$ cat src/sv/mdsd_pkg.sv
// Package: shared types, codes and defaults for the mouse driver state device.
`default_nettype none
package mdsd_pkg;

  // Queue depths between the front, the back and the result port
  localparam int CMD_DEPTH_DEF = 2;
  localparam int RES_DEPTH_DEF = 2;

  // Configuration reset values
  localparam logic [9:0]  X_SCALE_RST     = 10'd1;
  localparam logic [15:0] HORIZ_RATIO_RST = 16'd8;
  localparam logic [15:0] VERT_RATIO_RST  = 16'd16;

  // Fixed answers of the reset call
  localparam logic [15:0] RESET_INSTALLED = 16'hFFFF;
  localparam logic [15:0] RESET_BUTTONS   = 16'd3;

  // Button bit positions
  localparam int BTN_LEFT   = 0;
  localparam int BTN_RIGHT  = 1;
  localparam int BTN_MIDDLE = 2;

  typedef enum logic [2:0] {
    CFG_X_SCALE     = 3'd0,
    CFG_HORIZ_RATIO = 3'd1,
    CFG_VERT_RATIO  = 3'd2,
    CFG_CALL_MASK   = 3'd3,
    CFG_CB_PRESENT  = 3'd4
  } cfg_index_t;

  typedef enum logic [2:0] {
    OP_EVENT  = 3'd0,
    OP_RESET  = 3'd1,
    OP_STATUS = 3'd2,
    OP_PRESS  = 3'd3,
    OP_MOTION = 3'd4
  } op_t;

  typedef enum logic [2:0] {
    EV_MOVE        = 3'd0,
    EV_LEFT_DOWN   = 3'd1,
    EV_LEFT_UP     = 3'd2,
    EV_RIGHT_DOWN  = 3'd3,
    EV_RIGHT_UP    = 3'd4,
    EV_MIDDLE_DOWN = 3'd5,
    EV_MIDDLE_UP   = 3'd6,
    EV_OTHER       = 3'd7
  } ev_t;

  // Classified command handed from the front to the back
  typedef enum logic [2:0] {
    CMD_EVENT,
    CMD_RESET,
    CMD_STATUS,
    CMD_PRESS,
    CMD_MOTION,
    CMD_NOP
  } cmd_kind_t;

  typedef struct packed {
    logic [2:0]  opcode;
    logic [2:0]  event_kind;
    logic [15:0] event_x;
    logic [15:0] event_y;
    logic        which_button;
  } in_item_t;

  typedef struct packed {
    logic [15:0] reg_a;
    logic [15:0] reg_b;
    logic [15:0] reg_c;
    logic [15:0] reg_d;
    logic        callback_fire;
    logic [6:0]  callback_events;
  } out_item_t;

  typedef struct packed {
    logic [9:0]  x_scale;
    logic [15:0] horiz_ratio;
    logic [15:0] vert_ratio;
    logic [6:0]  call_mask;
    logic        callback_present;
  } cfg_t;

  typedef struct packed {
    cmd_kind_t   kind;
    ev_t         ev;
    logic [15:0] x;
    logic [15:0] y;
    logic        btn;
    logic        fire;
    logic [6:0]  hit;
  } cmd_t;

endpackage
`default_nettype wire

$ cat src/sv/mdsd_fifo.sv
// Small register queue used between the front, the back and the result port.
`default_nettype none
module mdsd_fifo #(
  parameter int WIDTH = 8,
  parameter int DEPTH = 2
) (
  input  wire logic             clk,
  input  wire logic             rst,
  input  wire logic             push,
  output logic                  full,
  input  wire logic [WIDTH-1:0] wdata,
  input  wire logic             pop,
  output logic                  empty,
  output logic [WIDTH-1:0]      rdata
);

  localparam int PTR_W = (DEPTH > 1) ? $clog2(DEPTH) : 1;
  localparam int CNT_W = $clog2(DEPTH + 1);
  localparam logic [PTR_W-1:0] PTR_LAST = PTR_W'(DEPTH - 1);

  logic [WIDTH-1:0] mem [DEPTH];
  logic [PTR_W-1:0] wr_ptr;
  logic [PTR_W-1:0] rd_ptr;
  logic [CNT_W-1:0] count;
  logic             do_push;
  logic             do_pop;

  assign full    = (count == CNT_W'(DEPTH));
  assign empty   = (count == '0);
  assign do_push = push && !full;
  assign do_pop  = pop && !empty;
  assign rdata   = mem[rd_ptr];

  // Store the incoming beat
  always_ff @(posedge clk) begin
    if (do_push) begin
      mem[wr_ptr] <= wdata;
    end
  end

  // Advance pointers and track fill level
  always_ff @(posedge clk) begin
    if (rst) begin
      wr_ptr <= '0;
      rd_ptr <= '0;
      count  <= '0;
    end else begin
      if (do_push) begin
        wr_ptr <= (wr_ptr == PTR_LAST) ? '0 : wr_ptr + 1'b1;
      end
      if (do_pop) begin
        rd_ptr <= (rd_ptr == PTR_LAST) ? '0 : rd_ptr + 1'b1;
      end
      if (do_push && !do_pop) begin
        count <= count + 1'b1;
      end else if (do_pop && !do_push) begin
        count <= count - 1'b1;
      end
    end
  end

endmodule
`default_nettype wire

$ cat src/sv/mdsd_front.sv
// Front: decode an incoming item, scale x and work out the callback mask.
`default_nettype none
module mdsd_front import mdsd_pkg::*; (
  input  wire in_item_t item,
  input  wire cfg_t     cfg,
  output cmd_t          cmd
);

  logic [9:0]  sx;
  logic [25:0] x_prod;
  logic [6:0]  ev_mask;
  logic [6:0]  hit;

  // Treat a zero scale as one, then scale the host x
  assign sx     = (cfg.x_scale == '0) ? 10'd1 : cfg.x_scale;
  assign x_prod = item.event_x * sx;

  // One mask bit per event class; other events have none
  assign ev_mask = (ev_t'(item.event_kind) == EV_OTHER) ? 7'd0
                 : (7'd1 << item.event_kind);
  assign hit     = ev_mask & cfg.call_mask;

  // Classify the item
  always_comb begin
    cmd.ev   = ev_t'(item.event_kind);
    cmd.x    = x_prod[15:0];
    cmd.y    = item.event_y;
    cmd.btn  = item.which_button;
    cmd.hit  = '0;
    cmd.fire = 1'b0;
    unique case (op_t'(item.opcode))
      OP_EVENT: begin
        cmd.kind = CMD_EVENT;
        cmd.hit  = hit;
        cmd.fire = (hit != '0) && cfg.callback_present;
      end
      OP_RESET:  cmd.kind = CMD_RESET;
      OP_STATUS: cmd.kind = CMD_STATUS;
      OP_PRESS:  cmd.kind = CMD_PRESS;
      OP_MOTION: cmd.kind = CMD_MOTION;
      default:   cmd.kind = CMD_NOP;
    endcase
  end

endmodule
`default_nettype wire

$ cat src/sv/mdsd_back.sv
// Back: hold the mouse state, carry out one command a cycle when not stalled, build the result.
`default_nettype none
module mdsd_back import mdsd_pkg::*; (
  input  wire logic clk,
  input  wire logic rst,
  input  wire cfg_t cfg,
  input  wire logic cmd_empty,
  output logic      cmd_pop,
  input  wire cmd_t cmd,
  input  wire logic res_full,
  output logic      res_push,
  output out_item_t res
);

  logic [15:0] pos_x, pos_x_next;
  logic [15:0] pos_y, pos_y_next;
  logic [2:0]  button_bits, button_bits_next;
  logic [15:0] left_presses, left_presses_next;
  logic [15:0] right_presses, right_presses_next;
  logic [31:0] left_press_pos, left_press_pos_next;
  logic [31:0] right_press_pos, right_press_pos_next;
  logic [31:0] prev_motion_pos, prev_motion_pos_next;

  logic        go;
  logic [15:0] dx;
  logic [15:0] dy;
  logic [28:0] mx;
  logic [28:0] my;
  logic [2:0]  bits_ev;

  assign go       = !cmd_empty && !res_full;
  assign cmd_pop  = go;
  assign res_push = go;

  // Motion since the last motion read, scaled by ratio/8
  assign dx = pos_x - prev_motion_pos[15:0];
  assign dy = pos_y - prev_motion_pos[31:16];
  assign mx = dx * cfg.horiz_ratio[15:3];
  assign my = dy * cfg.vert_ratio[15:3];

  // Button bits after an event
  always_comb begin
    bits_ev = button_bits;
    unique case (cmd.ev)
      EV_LEFT_DOWN:   bits_ev[BTN_LEFT]   = 1'b1;
      EV_LEFT_UP:     bits_ev[BTN_LEFT]   = 1'b0;
      EV_RIGHT_DOWN:  bits_ev[BTN_RIGHT]  = 1'b1;
      EV_RIGHT_UP:    bits_ev[BTN_RIGHT]  = 1'b0;
      EV_MIDDLE_DOWN: bits_ev[BTN_MIDDLE] = 1'b1;
      EV_MIDDLE_UP:   bits_ev[BTN_MIDDLE] = 1'b0;
      default:        bits_ev = button_bits;
    endcase
  end

  // Next state and result for the command at the head of the queue
  always_comb begin
    pos_x_next           = pos_x;
    pos_y_next           = pos_y;
    button_bits_next     = button_bits;
    left_presses_next    = left_presses;
    right_presses_next   = right_presses;
    left_press_pos_next  = left_press_pos;
    right_press_pos_next = right_press_pos;
    prev_motion_pos_next = prev_motion_pos;
    res                  = '0;
    unique case (cmd.kind)
      CMD_EVENT: begin
        pos_x_next       = cmd.x;
        pos_y_next       = cmd.y;
        button_bits_next = bits_ev;
        if (cmd.ev == EV_LEFT_DOWN) begin
          left_press_pos_next = {cmd.y, cmd.x};
          left_presses_next   = left_presses + 16'd1;
        end
        if (cmd.ev == EV_RIGHT_DOWN) begin
          right_press_pos_next = {cmd.y, cmd.x};
          right_presses_next   = right_presses + 16'd1;
        end
        res.reg_b           = {13'd0, bits_ev};
        res.reg_c           = cmd.x;
        res.reg_d           = cmd.y;
        res.callback_fire   = cmd.fire;
        res.callback_events = cmd.hit;
      end
      CMD_RESET: begin
        pos_x_next           = '0;
        pos_y_next           = '0;
        button_bits_next     = '0;
        left_presses_next    = '0;
        right_presses_next   = '0;
        left_press_pos_next  = '0;
        right_press_pos_next = '0;
        prev_motion_pos_next = '0;
        res.reg_a            = RESET_INSTALLED;
        res.reg_b            = RESET_BUTTONS;
      end
      CMD_STATUS: begin
        res.reg_b = {13'd0, button_bits};
        res.reg_c = pos_x;
        res.reg_d = pos_y;
      end
      CMD_PRESS: begin
        res.reg_a = {13'd0, button_bits};
        if (cmd.btn) begin
          res.reg_b          = right_presses;
          res.reg_c          = right_press_pos[15:0];
          res.reg_d          = right_press_pos[31:16];
          right_presses_next = '0;
        end else begin
          res.reg_b         = left_presses;
          res.reg_c         = left_press_pos[15:0];
          res.reg_d         = left_press_pos[31:16];
          left_presses_next = '0;
        end
      end
      CMD_MOTION: begin
        res.reg_c            = mx[15:0];
        res.reg_d            = my[15:0];
        prev_motion_pos_next = {pos_y, pos_x};
      end
      default: res = '0;
    endcase
  end

  // Commit state when the command retires
  always_ff @(posedge clk) begin
    if (rst) begin
      pos_x           <= '0;
      pos_y           <= '0;
      button_bits     <= '0;
      left_presses    <= '0;
      right_presses   <= '0;
      left_press_pos  <= '0;
      right_press_pos <= '0;
      prev_motion_pos <= '0;
    end else if (go) begin
      pos_x           <= pos_x_next;
      pos_y           <= pos_y_next;
      button_bits     <= button_bits_next;
      left_presses    <= left_presses_next;
      right_presses   <= right_presses_next;
      left_press_pos  <= left_press_pos_next;
      right_press_pos <= right_press_pos_next;
      prev_motion_pos <= prev_motion_pos_next;
    end
  end

`ifndef SYNTHESIS
  a_reset_clears: assert property (@(posedge clk) disable iff (rst)
    (go && cmd.kind == CMD_RESET) |=>
      (left_presses == '0 && right_presses == '0 && button_bits == '0))
    else $error("reset call left state behind");

  a_left_count: assert property (@(posedge clk) disable iff (rst)
    (go && cmd.kind == CMD_EVENT && cmd.ev == EV_LEFT_DOWN) |=>
      (left_presses == $past(left_presses) + 16'd1))
    else $error("left press not counted");

  a_press_read_clears: assert property (@(posedge clk) disable iff (rst)
    (go && cmd.kind == CMD_PRESS && !cmd.btn) |=> (left_presses == '0))
    else $error("left press count not cleared by read");

  a_idle_holds: assert property (@(posedge clk) disable iff (rst)
    !go |=> ($stable(pos_x) && $stable(pos_y) && $stable(prev_motion_pos)))
    else $error("state changed without a command");

  a_fire_has_events: assert property (@(posedge clk) disable iff (rst)
    (res_push && res.callback_fire) |-> (res.callback_events != '0))
    else $error("callback fired with empty event mask");
`endif

endmodule
`default_nettype wire

$ cat src/sv/mouse_driver_state_device.sv
// Top level: configuration registers, front, command queue, back, result queue.
`default_nettype none
// Mouse state device with a mouse-driver style call interface. Both sides look
// like queues: push an item while full is low, pop a result while empty is low.
// Every item (host event or driver call) gives exactly one result, in order.
// The block takes one item per cycle while full is low; the figure is set by
// the back's state update, which retires one command per cycle while the
// result queue has room. A result is registered in the result queue before
// it shows on the result ports. The input keeps taking items while results
// wait, until the command queue (CMD_DEPTH entries) and result queue
// (RES_DEPTH entries) are both full.
// Configuration writes are always ready; write only while the block is idle.
// The reset call clears the mouse state but keeps the configuration.
module mouse_driver_state_device import mdsd_pkg::*; #(
  parameter int CMD_DEPTH = CMD_DEPTH_DEF,
  parameter int RES_DEPTH = RES_DEPTH_DEF
) (
  input  wire logic        clk,
  input  wire logic        rst,
  input  wire logic        push,
  output logic             full,
  input  wire in_item_t    item,
  input  wire logic        pop,
  output logic             empty,
  output out_item_t        result,
  input  wire logic        cfg_valid,
  output logic             cfg_ready,
  input  wire logic [2:0]  cfg_index,
  input  wire logic [15:0] cfg_data
);

  cfg_t      cfg;
  cmd_t      cmd_in;
  cmd_t      cmd_out;
  logic      cmd_empty;
  logic      cmd_pop;
  logic      res_full;
  logic      res_push;
  out_item_t res;

  assign cfg_ready = 1'b1;

  // Write configuration registers
  always_ff @(posedge clk) begin
    if (rst) begin
      cfg.x_scale          <= X_SCALE_RST;
      cfg.horiz_ratio      <= HORIZ_RATIO_RST;
      cfg.vert_ratio       <= VERT_RATIO_RST;
      cfg.call_mask        <= '0;
      cfg.callback_present <= 1'b0;
    end else if (cfg_valid && cfg_ready) begin
      case (cfg_index_t'(cfg_index))
        CFG_X_SCALE:     cfg.x_scale          <= cfg_data[9:0];
        CFG_HORIZ_RATIO: cfg.horiz_ratio      <= cfg_data;
        CFG_VERT_RATIO:  cfg.vert_ratio       <= cfg_data;
        CFG_CALL_MASK:   cfg.call_mask        <= cfg_data[6:0];
        CFG_CB_PRESENT:  cfg.callback_present <= cfg_data[0];
        default:         ;
      endcase
    end
  end

  mdsd_front u_front (
    .item (item),
    .cfg  (cfg),
    .cmd  (cmd_in)
  );

  mdsd_fifo #(
    .WIDTH ($bits(cmd_t)),
    .DEPTH (CMD_DEPTH)
  ) u_cmd_q (
    .clk   (clk),
    .rst   (rst),
    .push  (push),
    .full  (full),
    .wdata (cmd_in),
    .pop   (cmd_pop),
    .empty (cmd_empty),
    .rdata (cmd_out)
  );

  mdsd_back u_back (
    .clk       (clk),
    .rst       (rst),
    .cfg       (cfg),
    .cmd_empty (cmd_empty),
    .cmd_pop   (cmd_pop),
    .cmd       (cmd_out),
    .res_full  (res_full),
    .res_push  (res_push),
    .res       (res)
  );

  mdsd_fifo #(
    .WIDTH ($bits(out_item_t)),
    .DEPTH (RES_DEPTH)
  ) u_res_q (
    .clk   (clk),
    .rst   (rst),
    .push  (res_push),
    .full  (res_full),
    .wdata (res),
    .pop   (pop),
    .empty (empty),
    .rdata (result)
  );

endmodule
`default_nettype wire
$ cat config.mk
export PLATFORM = sky130hd
export DESIGN_NAME = mouse_driver_state_device
export DESIGN_NICKNAME = d
export VERILOG_FILES = /design/src/sv/mdsd_pkg.sv /design/src/sv/mdsd_fifo.sv /design/src/sv/mdsd_front.sv /design/src/sv/mdsd_back.sv /design/src/sv/mouse_driver_state_device.sv
export SDC_FILE = /design/constraint.sdc
export NUM_CORES = 2
export LEC_CHECK = 0
export BUFFER_PORTS_ARGS = -buffer_cell sky130_fd_sc_hd__buf_4
export CAP_MARGIN = 10
export CORE_MARGIN = 4
export CORE_UTILIZATION = 60
export CTS_CLUSTER_DIAMETER = 50
export CTS_CLUSTER_SIZE = 25
export DETAILED_ROUTE_END_ITERATION = 6
export PLACE_DENSITY = 0.77
export SKIP_CTS_REPAIR_TIMING = 1
export SYNTH_ARGS = -nofsm -noshare
export SYNTH_HDL_FRONTEND = slang
export SYNTH_SLANG_ARGS = --single-unit
$ cat constraint.sdc
create_clock -name clk -period 7.92 [get_ports clk]
set_input_delay 0.792 -clock clk [delete_from_list [all_inputs] [get_ports clk]]
set_output_delay 0.792 -clock clk [all_outputs]
set_load 0.02 [all_outputs]
==> metrics.md <==
| Metric | Value |
|---|---|
| Worst path slowest cell | `fa_1` |
| DP Wirelength | `52100 um` |
| RR Endpoint | `u_res_q.mem[0][23]` |
| Synth unique cells | `70` |
| Slew @ Worst Pin | `~1.2 ns` |
| Worst hold stages | `1` |
| GRT Residual Overflow | `0` |
| Final net count | `3533` |
| Max FO, Critical Path | `6` |
| H-tree Lvls | `2` |
| Vias per inst | `5.76` |
| Met2 routed WL | `35500 um` |
| Antenna diodes | `0` |
| Die height | `approximately 230 um` |
| Row cnt | `80` |
| WS Path Type | `reg2reg` |
| Chip Width | `roughly 230 um` |
| Initial antenna violation count | `0` |
| Worst hold start | `item[3]` |
| Share of the clock period used by the worst path | `96.5%` |
| Max Buffers Root-to-Sink | `3` |
| Yosys top cell area share | `between 20% and 30%` |
| Net Count, Synth | `3482` |
| Drt drc | `0` |
| CTS tree | `built` |
| Max Slew Vio Count | `0` |
| Mux cell area share after synthesis | `roughly 4.2%` |
| Area leader, netlist | `edfxtp_1` |
| Setup violations, final | `0` |
| M1 WL | `28000 um` |
| Most used flip-flop cell after synthesis | `dfxtp_1` |
| Fin crit period | `7.65 ns` |
| Number of buffers created by CTS | `37` |
| Worst r2r src | `u_back.pos_y[0]` |
| Placed insts | `3671` |
| Root Buffer | `clkbuf_16` |
| Synth Area in XOR/XNOR | `4.68%` |
| IO Port Bufs | `around 140` |
| Max Fclk | `roughly 130 MHz` |
| Mapped Area | `slightly below 0.03 mm2` |
| Clock transition at path regs | `around 0.08 ns` |
| Logic pwr share | `48.5%` |
| DRT Wirelength | `slightly above 70000 um` |
| Die area | `0.0521 mm2` |
| Final Skew | `0.0320 ns` |
| Share of flip-flops with an asynchronous set or reset | `0%` |
| Simple-gate share of the synthesized area | `15.4%` |
| Max layer used | `met4` |
| Layout cells sized above 1 | `11.3%` |
| Final hold vios | `0` |
| Internal power | `5.70 mW` |
| Routed wl met3 | `4480 um` |
| Worst path required time | `8.17 ns` |
| Post-synth EDFFs | `214` |
| Startpoint class of the critical path | `flop` |
| CP most frequent cell | `fa_1` |
| Worst-skew pair later-pin latency | `around 0.6 ns` |
| Clk sinks | `431` |
| IO Pins | `138` |
| Layout area overhead | `10.1%` |
| Synth area leaders | `edfxtp_1 (22%), fa_1 (16%), dfxtp_1 (15%)` |
| FF-to-FF path depth | `29` |
| Vias | `21600` |
| Yosys reg bits | `around 430` |
| Crit. End Element | `flop` |
| FF-to-FF setup slack | `0.27 ns` |
| Pin count of the biggest net entering global routing | `101` |
| Worst relative slew slack | `20.8%` |
| Initial drt markers | `roughly 1600` |
| Switching Share | `41.9%` |
| Flop pwr share | `31.3%` |
| First-pass GRT wire length | `between 100000 and 150000 um` |
| Worst hold slack | `0.393 ns` |
| Clock Power Share | `20.1%` |
| Synth Area in Adders | `between 20% and 30%` |
| Pwr/cell area | `a little over 300 mW/mm2` |
| Final Wtd Congestion | `about 0.9` |
| Initial Util | `60.8%` |
| Wire per inst | `18.9 um` |
| Leakage dissipation | `13.1 nW` |
| Largest family of logic cells by synthesized area | `adder cells` |
| Compound-gate portion of the synthesized area | `9.45%` |
| Sequential share of the synthesized area | `a little under two fifths` |
| Outcome | `finished clean` |
| Final ANT Viol Nets | `0` |
| Sw Pwr | `4.11 mW` |
| Pre-antenna DRT Iters | `5` |
| Max-Cap Viols | `0` |
| Tot GR Track Use | `26.8%` |
| Worst hold path class | `in2reg` |
| Worst path arrival time | `7.89 ns` |
| CP max stage delay | `between 0.5 and 0.6 ns` |
| Core area | `0.0478 mm2` |
| Vias in the first global route | `22000` |
| Mean Syn Cell Area | `9.55 um2` |
| Yosys Warn Count | `0` |
| Hold endpoint | `u_cmd_q.mem[1][11]` |
| Syn Inst Count | `between 3000 and 4000` |
| Fin cells | `3742` |
| Max VDD drop | `a little under 0.0002 V` |
## cells in the mapped netlist (3+ instances only)
| master | instances |
|---|---|
| and2_2 | 4 |
| nor2b_1 | 58 |
| nor3b_1 | 5 |
| or3_1 | 4 |
| o31ai_1 | 5 |
| nand3_1 | 23 |
| and4_1 | 8 |
| edfxtp_1 | 214 |
| nor3_1 | 13 |
| xnor2_1 | 78 |
| clkbuf_1 | 126 |
| a221o_1 | 5 |
| buf_4 | 16 |
| a21oi_1 | 190 |
| o21bai_1 | 6 |
| and3_1 | 21 |
| a22o_1 | 13 |
| a22oi_1 | 49 |
| nand4_1 | 7 |
| a211oi_1 | 12 |
| o21ai_1 | 6 |
| o21ai_0 | 74 |
| and2_1 | 103 |
| a221oi_1 | 18 |
| inv_1 | 374 |
| a32oi_1 | 3 |
| o21a_1 | 17 |
| nand2b_1 | 23 |
| fa_1 | 234 |
| mux2i_1 | 50 |
| nand3b_1 | 3 |
| a21oi_2 | 3 |
| xnor3_1 | 5 |
| or2_2 | 3 |
| buf_1 | 13 |
| mux2_2 | 63 |
| nor4_1 | 3 |
| a31oi_1 | 3 |
| dfxtp_1 | 217 |
| xor2_1 | 57 |
| nand2_1 | 538 |
| nor2_1 | 186 |
| ha_1 | 138 |
| a21o_1 | 24 |
## through the flow
stage                     cell area (um2)  utilization, %  setup slack (ns)  TNS, ns  power [mW]
final                               32000            66.9             0.275        0        9.81
after global routing                32000            66.9           -0.0803   -0.160        10.5
after CTS                           31900            66.6             0.257        0        9.75
after detailed placement            30500            63.8             0.305        0        7.77
after global placement              30500            63.8             0.506        0        7.58
after floorplan                     29100               -             0.863        0        6.33
## state kept, by name, summed over array words and instances, names as in the netlist, named ones only
signal                  flops
u_res_q.mem               120
u_cmd_q.mem                94
cfg                        44
u_back.left_press_pos      32
u_back.prev_motion_pos     32
u_back.right_press_pos     32
u_back.left_presses        16
u_back.pos_x               16
u_back.pos_y               16
u_back.right_presses       16
u_back.button_bits          3
u_cmd_q.count               2
u_res_q.count               2
u_cmd_q.rd_ptr              1
u_cmd_q.wr_ptr              1
u_res_q.rd_ptr              1
u_res_q.wr_ptr              1
## cells in the final DEF, fill, tap and decap left out, types with 6 or more instances in the layout
cell,count
a211oi_1,12
a21o_1,24
a21oi_1,186
a21oi_2,7
a221oi_1,17
a22o_1,13
a22oi_1,49
and2_1,102
and3_1,19
and4_1,8
buf_4,169
clkbuf_16,37
clkinv_8,6
dfxtp_1,213
edfxtp_1,214
fa_1,234
ha_1,137
inv_1,374
inv_6,7
inv_8,6
mux2_2,63
mux2i_1,49
nand2_1,538
nand2b_1,23
nand3_1,22
nand4_1,7
nor2_1,180
nor2b_1,58
nor3_1,11
o21a_1,17
o21ai_0,74
o21bai_1,6
xnor2_1,74
xor2_1,55
## logic make-up (layout without fill, tap and decap cells)
| kind of cell | count (synthesis) | in the layout |
|---|---|---|
| compound gates | 445 | 445 |
| xor+xnor | 143 | 143 |
| fa+ha+maj | 372 | 372 |
| buf+inv | 533 | 613 |
| flops | 431 | 431 |
| mux | 114 | 114 |
| other cells | 1 | 1 |
| simple gates | 1008 | 1008 |
## metal layers
metal | vias up | global-route usage [%]
li1 | 10000 | -
met1 | 10600 | 34.0
met2 | 757 | 46.9
met3 | 159 | 3.88
met4 | 0 | 10.2
met5 | - | 0
## worst max path at each step
stage          cells past startpoint                 end                       start  slack (ns)
2_1_floorplan                     30  u_res_q.mem[0][39]             u_back.pos_x[0]        0.86
3_3_place_gp                      31  u_res_q.mem[0][23]  u_back.prev_motion_pos[17]        0.51
3_5_place_dp                      31  u_res_q.mem[0][23]  u_back.prev_motion_pos[17]        0.31
4_1_cts                           32  u_res_q.mem[0][23]             u_back.pos_y[0]        0.26
5_1_grt                           32  u_res_q.mem[0][23]             u_back.pos_y[0]       -0.08
6_report                          29  u_res_q.mem[0][23]             u_back.pos_y[0]        0.27
## critical path, delay by kind of cell (launching register included)
| kind | cells | cell delay, ns |
|---|---|---|
| AO/OA/AOI/OAI | 9 | 1.74 |
| XOR/XNOR | 7 | 1.60 |
| adder cells (fa/ha/maj) | 7 | 3.05 |
| buffers and inverters | 4 | 0.34 |
| flip-flops | 1 | 0.35 |
| AND/OR/NAND/NOR | 2 | 0.23 |
## power groups by stage
stage,logic [mW],registers [mW],clock network [mW]
floorplan,3.29,3.04,0
finish,4.76,3.07,1.97
detailed placement,4.65,3.12,0
global route,5.26,3.11,2.09
CTS,4.68,3.07,2.00
global placement,4.49,3.09,0
## area by class of cell
type / count / area (um2)
Fill cell: 3720 / 15800
Multi-Input combinational cell: 2083 / 16400
Clock buffer: 37 / 926
Sequential cell: 431 / 10800
Clock inverter: 31 / 423
Timing Repair Buffer: 170 / 1280
Tap cell: 615 / 769
Inverter: 375 / 1410
Note: power is estimated with default switching activity, not from simulation.
